<file path="config.mk">
export PLATFORM = sky130hd
export DESIGN_NAME = stall_event_coalescer
export DESIGN_NICKNAME = d
export VERILOG_FILES = /design/src/rtl/sec_pkg.sv /design/src/rtl/sec_front.sv /design/src/rtl/sec_back.sv /design/src/rtl/stall_event_coalescer.sv
export SDC_FILE = /design/constraint.sdc
export NUM_CORES = 1
export LEC_CHECK = 0
export BUFFER_PORTS_ARGS = -buffer_cell sky130_fd_sc_hd__clkbuf_2
export CELL_PAD_IN_SITES_DETAIL_PLACEMENT = 1
export CELL_PAD_IN_SITES_GLOBAL_PLACEMENT = 2
export CORE_ASPECT_RATIO = 0.8
export CORE_MARGIN = 10
export CORE_UTILIZATION = 39
export CTS_BUF_LIST = sky130_fd_sc_hd__clkbuf_4 sky130_fd_sc_hd__clkbuf_8
export DETAILED_ROUTE_END_ITERATION = 8
export HOLD_SLACK_MARGIN = 0.1
export PLACE_DENSITY_LB_ADDON = 0.1
export SETUP_SLACK_MARGIN = 0.1
export SLEW_MARGIN = 20
export SYNTH_ARGS = -nofsm -noshare
export SYNTH_HDL_FRONTEND = slang
export SYNTH_HIERARCHICAL = 1
export SYNTH_SLANG_ARGS = --single-unit
</file>
<file path="constraint.sdc">
create_clock -name clk -period 6 [get_ports clk]
set_input_delay 0.6 -clock clk [delete_from_list [all_inputs] [get_ports clk]]
set_output_delay 0.6 -clock clk [all_outputs]
set_load 0.02 [all_outputs]
</file>
<file path="src/rtl/sec_pkg.sv">
// shared types, constants and codes of the stall event coalescer
package sec_pkg;

	localparam int FRAME_BITS   = 32;
	localparam int ID_BITS      = 8;
	localparam int SLOT_BITS    = 2;
	localparam int SERIAL_BITS  = 32;
	localparam int WINDOW_BITS  = 8;
	localparam int QUEUE_DEPTH  = 2;
	localparam int PTR_BITS     = (QUEUE_DEPTH > 1) ? $clog2(QUEUE_DEPTH) : 1;
	localparam int CNT_BITS     = $clog2(QUEUE_DEPTH + 1);

	localparam logic [WINDOW_BITS-1:0] WINDOW_RESET = WINDOW_BITS'(16);

	typedef enum logic [1:0] {
		OP_STALL   = 2'd0,
		OP_RECOVER = 2'd1,
		OP_HEALTH  = 2'd2,
		OP_CLEAR   = 2'd3
	} op_t;

	typedef enum logic [3:0] {
		KIND_STALL   = 4'b0001,
		KIND_RECOVER = 4'b0010,
		KIND_HEALTH  = 4'b0100,
		KIND_CLEAR   = 4'b1000
	} kind_t;

	typedef struct packed {
		logic [1:0]             operation;
		logic [ID_BITS-1:0]     participant;
		logic [SLOT_BITS-1:0]   player_slot;
		logic [FRAME_BITS-1:0]  frame_number;
		logic [SERIAL_BITS-1:0] health_serial;
	} in_item_t;

	typedef struct packed {
		logic                   newly_tracked;
		logic                   cleared_loggable;
		logic                   resync_request;
		logic                   record_valid;
		logic [ID_BITS-1:0]     record_participant;
		logic [SLOT_BITS-1:0]   record_slot;
		logic [FRAME_BITS-1:0]  record_frame;
		logic [SERIAL_BITS-1:0] record_serial;
		logic                   record_loggable;
		logic                   pending_present;
	} out_item_t;

	// classified request handed from front to back
	typedef struct packed {
		kind_t                  kind;
		logic [ID_BITS-1:0]     participant;
		logic [SLOT_BITS-1:0]   slot;
		logic [FRAME_BITS-1:0]  frame;
		logic [SERIAL_BITS-1:0] serial;
	} cmd_t;

endpackage

</file>
<file path="src/rtl/sec_front.sv">
// front end: accepts requests, classifies the operation and queues them for the back end
module sec_front import sec_pkg::*; (
	input  logic     clk,
	input  logic     arst_n,
	input  logic     push,
	output logic     full,
	input  in_item_t event_item,
	output logic     cmd_valid,
	input  logic     cmd_ready,
	output cmd_t     cmd
);

	cmd_t                cmd_in;
	cmd_t                queue_q [QUEUE_DEPTH];
	logic [PTR_BITS-1:0] wr_ptr_q;
	logic [PTR_BITS-1:0] rd_ptr_q;
	logic [CNT_BITS-1:0] count_q;
	logic                wr_en;
	logic                rd_en;

	always_comb begin
		cmd_in.participant = event_item.participant;
		cmd_in.slot        = event_item.player_slot;
		cmd_in.frame       = event_item.frame_number;
		cmd_in.serial      = event_item.health_serial;
		unique case (op_t'(event_item.operation))
			OP_STALL:   cmd_in.kind = KIND_STALL;
			OP_RECOVER: cmd_in.kind = KIND_RECOVER;
			OP_HEALTH:  cmd_in.kind = KIND_HEALTH;
			OP_CLEAR:   cmd_in.kind = KIND_CLEAR;
			default:    cmd_in.kind = KIND_CLEAR;
		endcase
	end

	assign full      = (count_q == CNT_BITS'(QUEUE_DEPTH));
	assign cmd_valid = (count_q != '0);
	assign cmd       = queue_q[rd_ptr_q];
	assign wr_en     = push && !full;
	assign rd_en     = cmd_valid && cmd_ready;

	always_ff @(posedge clk) begin
		if (wr_en) begin
			queue_q[wr_ptr_q] <= cmd_in;
		end
	end

	always_ff @(posedge clk or negedge arst_n) begin
		if (!arst_n) begin
			wr_ptr_q <= '0;
			rd_ptr_q <= '0;
			count_q  <= '0;
		end else begin
			if (wr_en) begin
				wr_ptr_q <= (wr_ptr_q == PTR_BITS'(QUEUE_DEPTH - 1)) ? '0 : wr_ptr_q + 1'b1;
			end
			if (rd_en) begin
				rd_ptr_q <= (rd_ptr_q == PTR_BITS'(QUEUE_DEPTH - 1)) ? '0 : rd_ptr_q + 1'b1;
			end
			if (wr_en && !rd_en) begin
				count_q <= count_q + 1'b1;
			end else if (rd_en && !wr_en) begin
				count_q <= count_q - 1'b1;
			end
		end
	end

endmodule

</file>
<file path="src/rtl/sec_back.sv">
// back end: stall record state, window register and result queue
module sec_back import sec_pkg::*; (
	input  logic                   clk,
	input  logic                   arst_n,
	input  logic                   cmd_valid,
	output logic                   cmd_ready,
	input  cmd_t                   cmd,
	input  logic                   cfg_valid,
	output logic                   cfg_ready,
	input  logic [WINDOW_BITS-1:0] cfg_data,
	output logic                   empty,
	input  logic                   pop,
	output out_item_t              result_item
);

	logic [WINDOW_BITS-1:0] window_q;

	logic                   pend_valid_q,       pend_valid_d;
	logic [ID_BITS-1:0]     pend_participant_q, pend_participant_d;
	logic [SLOT_BITS-1:0]   pend_slot_q,        pend_slot_d;
	logic [FRAME_BITS-1:0]  pend_frame_q,       pend_frame_d;
	logic [SERIAL_BITS-1:0] pend_serial_q,      pend_serial_d;
	logic                   pend_loggable_q,    pend_loggable_d;
	logic                   last_valid_q,       last_valid_d;
	logic [ID_BITS-1:0]     last_participant_q, last_participant_d;
	logic [FRAME_BITS-1:0]  last_frame_q,       last_frame_d;

	logic [FRAME_BITS-1:0]  window_ext;
	logic [FRAME_BITS-1:0]  gap;
	logic [FRAME_BITS-1:0]  since;
	logic                   pend_match;
	logic                   merge;
	logic                   near;
	out_item_t              res;

	out_item_t              res_q [QUEUE_DEPTH];
	logic [PTR_BITS-1:0]    wr_ptr_q;
	logic [PTR_BITS-1:0]    rd_ptr_q;
	logic [CNT_BITS-1:0]    count_q;
	logic                   fire;
	logic                   rd_en;

	assign cfg_ready   = 1'b1;
	assign cmd_ready   = (count_q != CNT_BITS'(QUEUE_DEPTH));
	assign empty       = (count_q == '0);
	assign result_item = res_q[rd_ptr_q];
	assign fire        = cmd_valid && cmd_ready;
	assign rd_en       = pop && !empty;
	assign window_ext  = FRAME_BITS'(window_q);

	always_comb begin
		pend_match = pend_valid_q && (pend_participant_q == cmd.participant);
		gap   = (cmd.frame > pend_frame_q) ? cmd.frame - pend_frame_q
		                                   : pend_frame_q - cmd.frame;
		merge = pend_match && (gap <= window_ext);
		// distance past the last recovery, zero when not ahead of it
		since = (last_valid_q && (cmd.frame > last_frame_q)) ? cmd.frame - last_frame_q : '0;
		near  = last_valid_q && (last_participant_q == cmd.participant) &&
		        (since != '0) && (since <= window_ext);

		pend_valid_d       = pend_valid_q;
		pend_participant_d = pend_participant_q;
		pend_slot_d        = pend_slot_q;
		pend_frame_d       = pend_frame_q;
		pend_serial_d      = pend_serial_q;
		pend_loggable_d    = pend_loggable_q;
		last_valid_d       = last_valid_q;
		last_participant_d = last_participant_q;
		last_frame_d       = last_frame_q;
		res                = '0;

		unique case (cmd.kind)
			KIND_STALL: begin
				if (merge) begin
					if (cmd.frame < pend_frame_q) begin
						pend_frame_d = cmd.frame;
						pend_slot_d  = cmd.slot;
					end
				end else begin
					pend_valid_d       = 1'b1;
					pend_participant_d = cmd.participant;
					pend_slot_d        = cmd.slot;
					pend_frame_d       = cmd.frame;
					pend_serial_d      = cmd.serial;
					pend_loggable_d    = !near;
					res.newly_tracked  = !near;
				end
				res.record_valid       = 1'b1;
				res.record_participant = pend_participant_d;
				res.record_slot        = pend_slot_d;
				res.record_frame       = pend_frame_d;
				res.record_serial      = pend_serial_d;
				res.record_loggable    = pend_loggable_d;
			end
			KIND_RECOVER: begin
				if (pend_match && (cmd.frame >= pend_frame_q)) begin
					res.cleared_loggable   = pend_loggable_q;
					res.record_valid       = 1'b1;
					res.record_participant = pend_participant_q;
					res.record_slot        = pend_slot_q;
					res.record_frame       = pend_frame_q;
					res.record_serial      = pend_serial_q;
					res.record_loggable    = pend_loggable_q;
					last_valid_d           = 1'b1;
					last_participant_d     = pend_participant_q;
					last_frame_d           = cmd.frame;
					pend_valid_d           = 1'b0;
				end
			end
			KIND_HEALTH: begin
				if (pend_match && (cmd.serial > pend_serial_q)) begin
					if (pend_loggable_q) begin
						res.resync_request     = 1'b1;
						res.record_valid       = 1'b1;
						res.record_participant = pend_participant_q;
						res.record_slot        = pend_slot_q;
						res.record_frame       = pend_frame_q;
						res.record_serial      = pend_serial_q;
						res.record_loggable    = 1'b1;
					end
					pend_valid_d = 1'b0;
				end
			end
			KIND_CLEAR: begin
				pend_valid_d       = 1'b0;
				pend_participant_d = '0;
				pend_slot_d        = '0;
				pend_frame_d       = '0;
				pend_serial_d      = '0;
				pend_loggable_d    = 1'b0;
				last_valid_d       = 1'b0;
				last_participant_d = '0;
				last_frame_d       = '0;
			end
			default: begin
				pend_valid_d = pend_valid_q;
			end
		endcase
		res.pending_present = pend_valid_d;
	end

	always_ff @(posedge clk or negedge arst_n) begin
		if (!arst_n) begin
			window_q           <= WINDOW_RESET;
			pend_valid_q       <= 1'b0;
			pend_participant_q <= '0;
			pend_slot_q        <= '0;
			pend_frame_q       <= '0;
			pend_serial_q      <= '0;
			pend_loggable_q    <= 1'b0;
			last_valid_q       <= 1'b0;
			last_participant_q <= '0;
			last_frame_q       <= '0;
		end else begin
			if (cfg_valid && cfg_ready) begin
				window_q <= cfg_data;
			end
			if (fire) begin
				pend_valid_q       <= pend_valid_d;
				pend_participant_q <= pend_participant_d;
				pend_slot_q        <= pend_slot_d;
				pend_frame_q       <= pend_frame_d;
				pend_serial_q      <= pend_serial_d;
				pend_loggable_q    <= pend_loggable_d;
				last_valid_q       <= last_valid_d;
				last_participant_q <= last_participant_d;
				last_frame_q       <= last_frame_d;
			end
		end
	end

	always_ff @(posedge clk) begin
		if (fire) begin
			res_q[wr_ptr_q] <= res;
		end
	end

	always_ff @(posedge clk or negedge arst_n) begin
		if (!arst_n) begin
			wr_ptr_q <= '0;
			rd_ptr_q <= '0;
			count_q  <= '0;
		end else begin
			if (fire) begin
				wr_ptr_q <= (wr_ptr_q == PTR_BITS'(QUEUE_DEPTH - 1)) ? '0 : wr_ptr_q + 1'b1;
			end
			if (rd_en) begin
				rd_ptr_q <= (rd_ptr_q == PTR_BITS'(QUEUE_DEPTH - 1)) ? '0 : rd_ptr_q + 1'b1;
			end
			if (fire && !rd_en) begin
				count_q <= count_q + 1'b1;
			end else if (rd_en && !fire) begin
				count_q <= count_q - 1'b1;
			end
		end
	end

endmodule

</file>
<file path="src/rtl/stall_event_coalescer.sv">
// top level of the stall event coalescer: front end, back end and checks
//
// channel   handshake            payload      direction
// input     push / full          event_item   in
// result    pop / empty          result_item  out
// config    cfg_valid/cfg_ready  cfg_data     in (coalesce window, always ready)
//
// one request per cycle sustained while full is low; a taken request waits in the
// front queue, moves into the result queue once the back end takes it and shows on
// the result ports until it is popped
// each side has a two-entry queue, so input keeps flowing while a result waits
// full rises once both queues back up behind an unpopped result
// reset clears both queues and the stall state and sets the window to 16
module stall_event_coalescer import sec_pkg::*; (
	input  logic                   clk,
	input  logic                   arst_n,
	input  logic                   push,
	output logic                   full,
	input  in_item_t               event_item,
	output logic                   empty,
	input  logic                   pop,
	output out_item_t              result_item,
	input  logic                   cfg_valid,
	output logic                   cfg_ready,
	input  logic [WINDOW_BITS-1:0] cfg_data
);

	logic cmd_valid;
	logic cmd_ready;
	cmd_t cmd;

	sec_front u_front (
		.clk        (clk),
		.arst_n     (arst_n),
		.push       (push),
		.full       (full),
		.event_item (event_item),
		.cmd_valid  (cmd_valid),
		.cmd_ready  (cmd_ready),
		.cmd        (cmd)
	);

	sec_back u_back (
		.clk         (clk),
		.arst_n      (arst_n),
		.cmd_valid   (cmd_valid),
		.cmd_ready   (cmd_ready),
		.cmd         (cmd),
		.cfg_valid   (cfg_valid),
		.cfg_ready   (cfg_ready),
		.cfg_data    (cfg_data),
		.empty       (empty),
		.pop         (pop),
		.result_item (result_item)
	);

	// a request stalled between front and back holds until taken
	a_cmd_hold: assert property (@(posedge clk) disable iff (!arst_n)
		cmd_valid && !cmd_ready |=> cmd_valid && $stable(cmd))
		else $error("front to back request changed while stalled");

	a_flags_onehot: assert property (@(posedge clk) disable iff (!arst_n)
		!empty |-> $onehot0({result_item.newly_tracked, result_item.cleared_loggable,
		                     result_item.resync_request}))
		else $error("more than one event flag in a result");

	a_flag_record: assert property (@(posedge clk) disable iff (!arst_n)
		!empty && (result_item.newly_tracked || result_item.cleared_loggable ||
		           result_item.resync_request)
		|-> result_item.record_valid && result_item.record_loggable)
		else $error("event flag without a loggable record");

	// retiring a record always leaves nothing pending
	a_retire_clears: assert property (@(posedge clk) disable iff (!arst_n)
		!empty && (result_item.cleared_loggable || result_item.resync_request)
		|-> !result_item.pending_present)
		else $error("record retired but still pending");

	a_stall_pending: assert property (@(posedge clk) disable iff (!arst_n)
		!empty && result_item.newly_tracked |-> result_item.pending_present)
		else $error("new record without pending state");

endmodule

</file>
==> flow_summary_export.csv <==
group,metric,value,unit
status,status,"complete, but fails checks",
status,violations,"negative setup slack",
yosys,synth_edf_count,316,
worst_hold_path,min_path_type,"in2reg",
sta,finalClockSkew,0.0385,ns
power_and_ir_drop,power,21.8,mW
yosys,yosys_warnings,6,
sta,min_period,6.62,ns
cts,cts-root-buf,"clkbuf_8",
yosys,synth_most_common_cell,"edfxtp_1",
cts,insertion_delay,0.68,ns
floorplan,die_w,303,um
critical_path,crit_path_start_kind,"flop",
floorplan,rows,82,
critical_path,max_stage_delay,0.54,ns
placed_design,dpl.cell_count,3298,
sta,worst_slack,-0.616,ns
floorplan,num_io_pins,172,
cts,cts_tree,"yes",
sta,final_max_slew_viol_count,0,
detailed_routing,vias_per_cell,5.57,
yosys,avgSynthCellArea,11.5,um^2
yosys,synth_top_area_share,38.1,%
layout,fin_cells,3562,
yosys,synth.area.top_cells,"edfxtp_1 (38%), dfrtp_1 (13%), ha_1 (7.3%), mux2_2 (6.8%), a22o_1 (3.7%)",
grt,grt_pass1_wl,133,mm
sta,final-setup-viol-count,203,
critical_path,worst-path-max-fanout,8,
layout,nets,2894,
placed_design,pre_cts_ws,-1.11,ns
critical_path,crit_path_top_delay_cell,"dfrtp_4",
critical_path,path_buf_inv,9,
detailed_routing,drcViolationCount,0,
power_and_ir_drop,ir_drop,0.281,mV
critical_path,crit_family,"compound AO/OA/AOI/OAI gates",
yosys,synthesis.instances,2159,
sta,finalCritPeriodShare,110,%
flow_run,cap_violations,0,
sta,rsz0062_at_grt,"yes",
sta,maxSlewHeadroom,34.0,%
power_and_ir_drop,swShare,45.3,%
floorplan,core_area,0.0630,mm^2
grt,grt_max_degree,83,
grt,antenna_found_initial,1,
critical_path,required,6.61,ns
cts,clock_sink_count,449,
yosys,yosys.cell_types.count,94,
yosys,syn_area,0.0249,mm^2
placed_design,portBuffers,170,
yosys,synth_fp_nets,2396,
sta,tns,-112.06,ns
power_and_ir_drop,intPower,11.9,mW
critical_path,endpoint_kind,"flop",
yosys,synthFlopType,"edfxtp_1",
placed_design,place_congestion,0.900,
yosys,synth_area_leader_cell,"edfxtp_1",
layout,drive_gt1_share,33.3,%
detailed_routing,wirelength,89.4,mm
yosys,ys_seq_elements,449,
power_and_ir_drop,p_sw,9.89,mW
yosys,synthArstFlopShare,29.6,%
power_and_ir_drop,combPwrFrac,62.0,%
detailed_routing,drt_iter0_markers,1267,
floorplan,die-area,0.0745,mm^2
layout,syn_to_final_growth,30.1,%
power_and_ir_drop,leakage,13.4,nW
sta,tightestPinTransition,0.965,ns
cts,cts_htree_levels,3,
floorplan,die_h,246,um
grt,track_usage,23.2,%
yosys,synth_common_cells,"edfxtp_1 (316), nand2_1 (175), inv_1 (162)",
grt,first_global_vias,21000,
detailed_routing,postRouteAntennaNets,0,
detailed_routing,dr_total_vias,19900,
cts,cts.clk_slew.worst_paths,0.06,ns
placed_design,hpwlAfterDp,61.5,mm
detailed_routing,wire_per_inst,25.1,um
sta,fmax,0.151,GHz
power_and_ir_drop,p_seq_share,24.1,%
grt,overflow,0,
critical_path,criticalPathCategory,"reg2reg",
critical_path,cp.arrival,7.23,ns
cts,cts_buffers,78,
power_and_ir_drop,pwr_density_cell,673,mW/mm^2
cts,clock_path_buffers,3,
sta,hold_viol_final,0,
floorplan,initial_core_util,39.6,%
yosys,yosysSeqAreaShare,51.4,%
power_and_ir_drop,p_clk_share,13.9,%
detailed_routing,dr.pass1.iters,5,
-- area by class of cell --
class,instances,area [um^2]
fillers,6683,30600
flip-flops and latches,449,12800
multi-input cells,1445,12000
repair buffers,521,4270
clock buffers,118,1430
well taps,840,1050
inverters,162,616
clock inverters,26,249
diodes,1,2.50
-- cells in the final DEF (no fill, tap or decap), types with 37 or more instances in the layout --
master,instances
edfxtp_1,316
nor2_1,81
clkbuf_8,87
a22o_1,106
o21ai_0,82
mux2_2,144
xnor2_1,37
xor2_1,37
nand2_1,172
ha_1,124
dlygate4sd3_1,61
o31ai_1,37
buf_4,239
inv_1,152
dfrtp_1,130
clkbuf_2,169
a21oi_1,117
-- worst register-to-register path: cells and delay by family, from the launching register on --
family / cells / cell delay, ns
and+or+nand+nor: 5 / 1.29
muxes: 3 / 0.79
buffers and inverters: 9 / 1.41
xor gates and xnor gates: 1 / 0.09
DFF: 1 / 0.54
adders and majority gates: 2 / 0.56
AOI/OAI and AO/OA: 9 / 1.89
-- final timing paths --
kind	from	end	cells after the start	slack, ns
setup / recovery	u_front/rd_ptr_q$_DFFE_PN0P_	u_back/pend_frame_q[30]$_DFFE_PN0P_	29	-0.62
hold / removal	event_item[49]	u_front/queue_q[0][49]$_DFFE_PP_	1	0.16
setup reg to reg	u_front/rd_ptr_q$_DFFE_PN0P_	u_back/pend_frame_q[30]$_DFFE_PN0P_	29	-0.62
hold reg to reg	u_back/last_frame_q[27]$_DFFE_PN0P_	u_back/last_frame_q[27]$_DFFE_PN0P_	2	0.48
max in group asynchronous	arst_n	u_front/rd_ptr_q$_DFFE_PN0P_	3	3.90
min in group asynchronous	arst_n	u_back/pend_serial_q[25]$_DFFE_PN0P_	2	0.54
-- sequential cells by signal (all words and copies together) (netlist names), 2 cells and up --
register / flops
u_front/count_q: 2
u_back/res_q: 160
u_back/pend_frame_q: 32
u_back/last_participant_q: 8
u_back/pend_serial_q: 32
u_back/pend_slot_q: 2
u_back/window_q: 8
u_back/last_frame_q: 32
u_back/pend_participant_q: 8
u_back/count_q: 2
u_front/queue_q: 156
-- through the flow --
step / hold WS [ns] / instance area (um^2) / utilization, %
CTS: 0.103 / 31900 / 50.6
detailed placement: 0.471 / 28300 / 44.9
global placement: 0.461 / 28300 / 44.9
floorplan: 0.304 / 25000 / -
finish: 0.158 / 32400 / 51.5
global route: 0.127 / 32400 / 51.5
-- metal layers --
metal  share of wire (%)  vias up  global-route usage (%)
met5                   0        -                       0
met4                 2.6        0                    6.47
met3                 5.0      122                    3.87
met2                  47      504                    38.5
met1                  45    10100                    31.0
li1                    -     9084                       -
-- kinds of logic (layout without fill, tap and decap cells) --
logic type      count (synthesis)  after routing  share of synthesized area (%)
other cells                     1              2                         0.0150
flops                         449            449                           51.4
xor+xnor                       74             74                           2.60
mux                           176            176                           8.02
fa+ha+maj                     148            148                           7.52
compound gates                575            575                           16.4
buf+inv                       268            827                           4.77
simple gates                  468            471                           9.32
-- repair_timing --
item / 4_1_cts / 5_1_grt
gates resized for setup: 120 / 61
setup endpoints to repair: 203 / 203
cloned: 13 / 7
hold buffers: 61 / 0
endpoints found under the hold margin: 199 / 0
buffers inserted: 28 / 12
pin swaps: 27 / 68
-- power groups by stage --
stage	sequential, mW	combinational, mW	clock [mW]
after floorplan	5.07	7.59	0
after global placement	5.21	11.9	0
after detailed placement	5.26	12.1	0
after CTS	5.24	13.1	3.12
after global routing	5.37	14.6	3.27
final	5.26	13.5	3.04
Power figures use the tool's default switching activity.
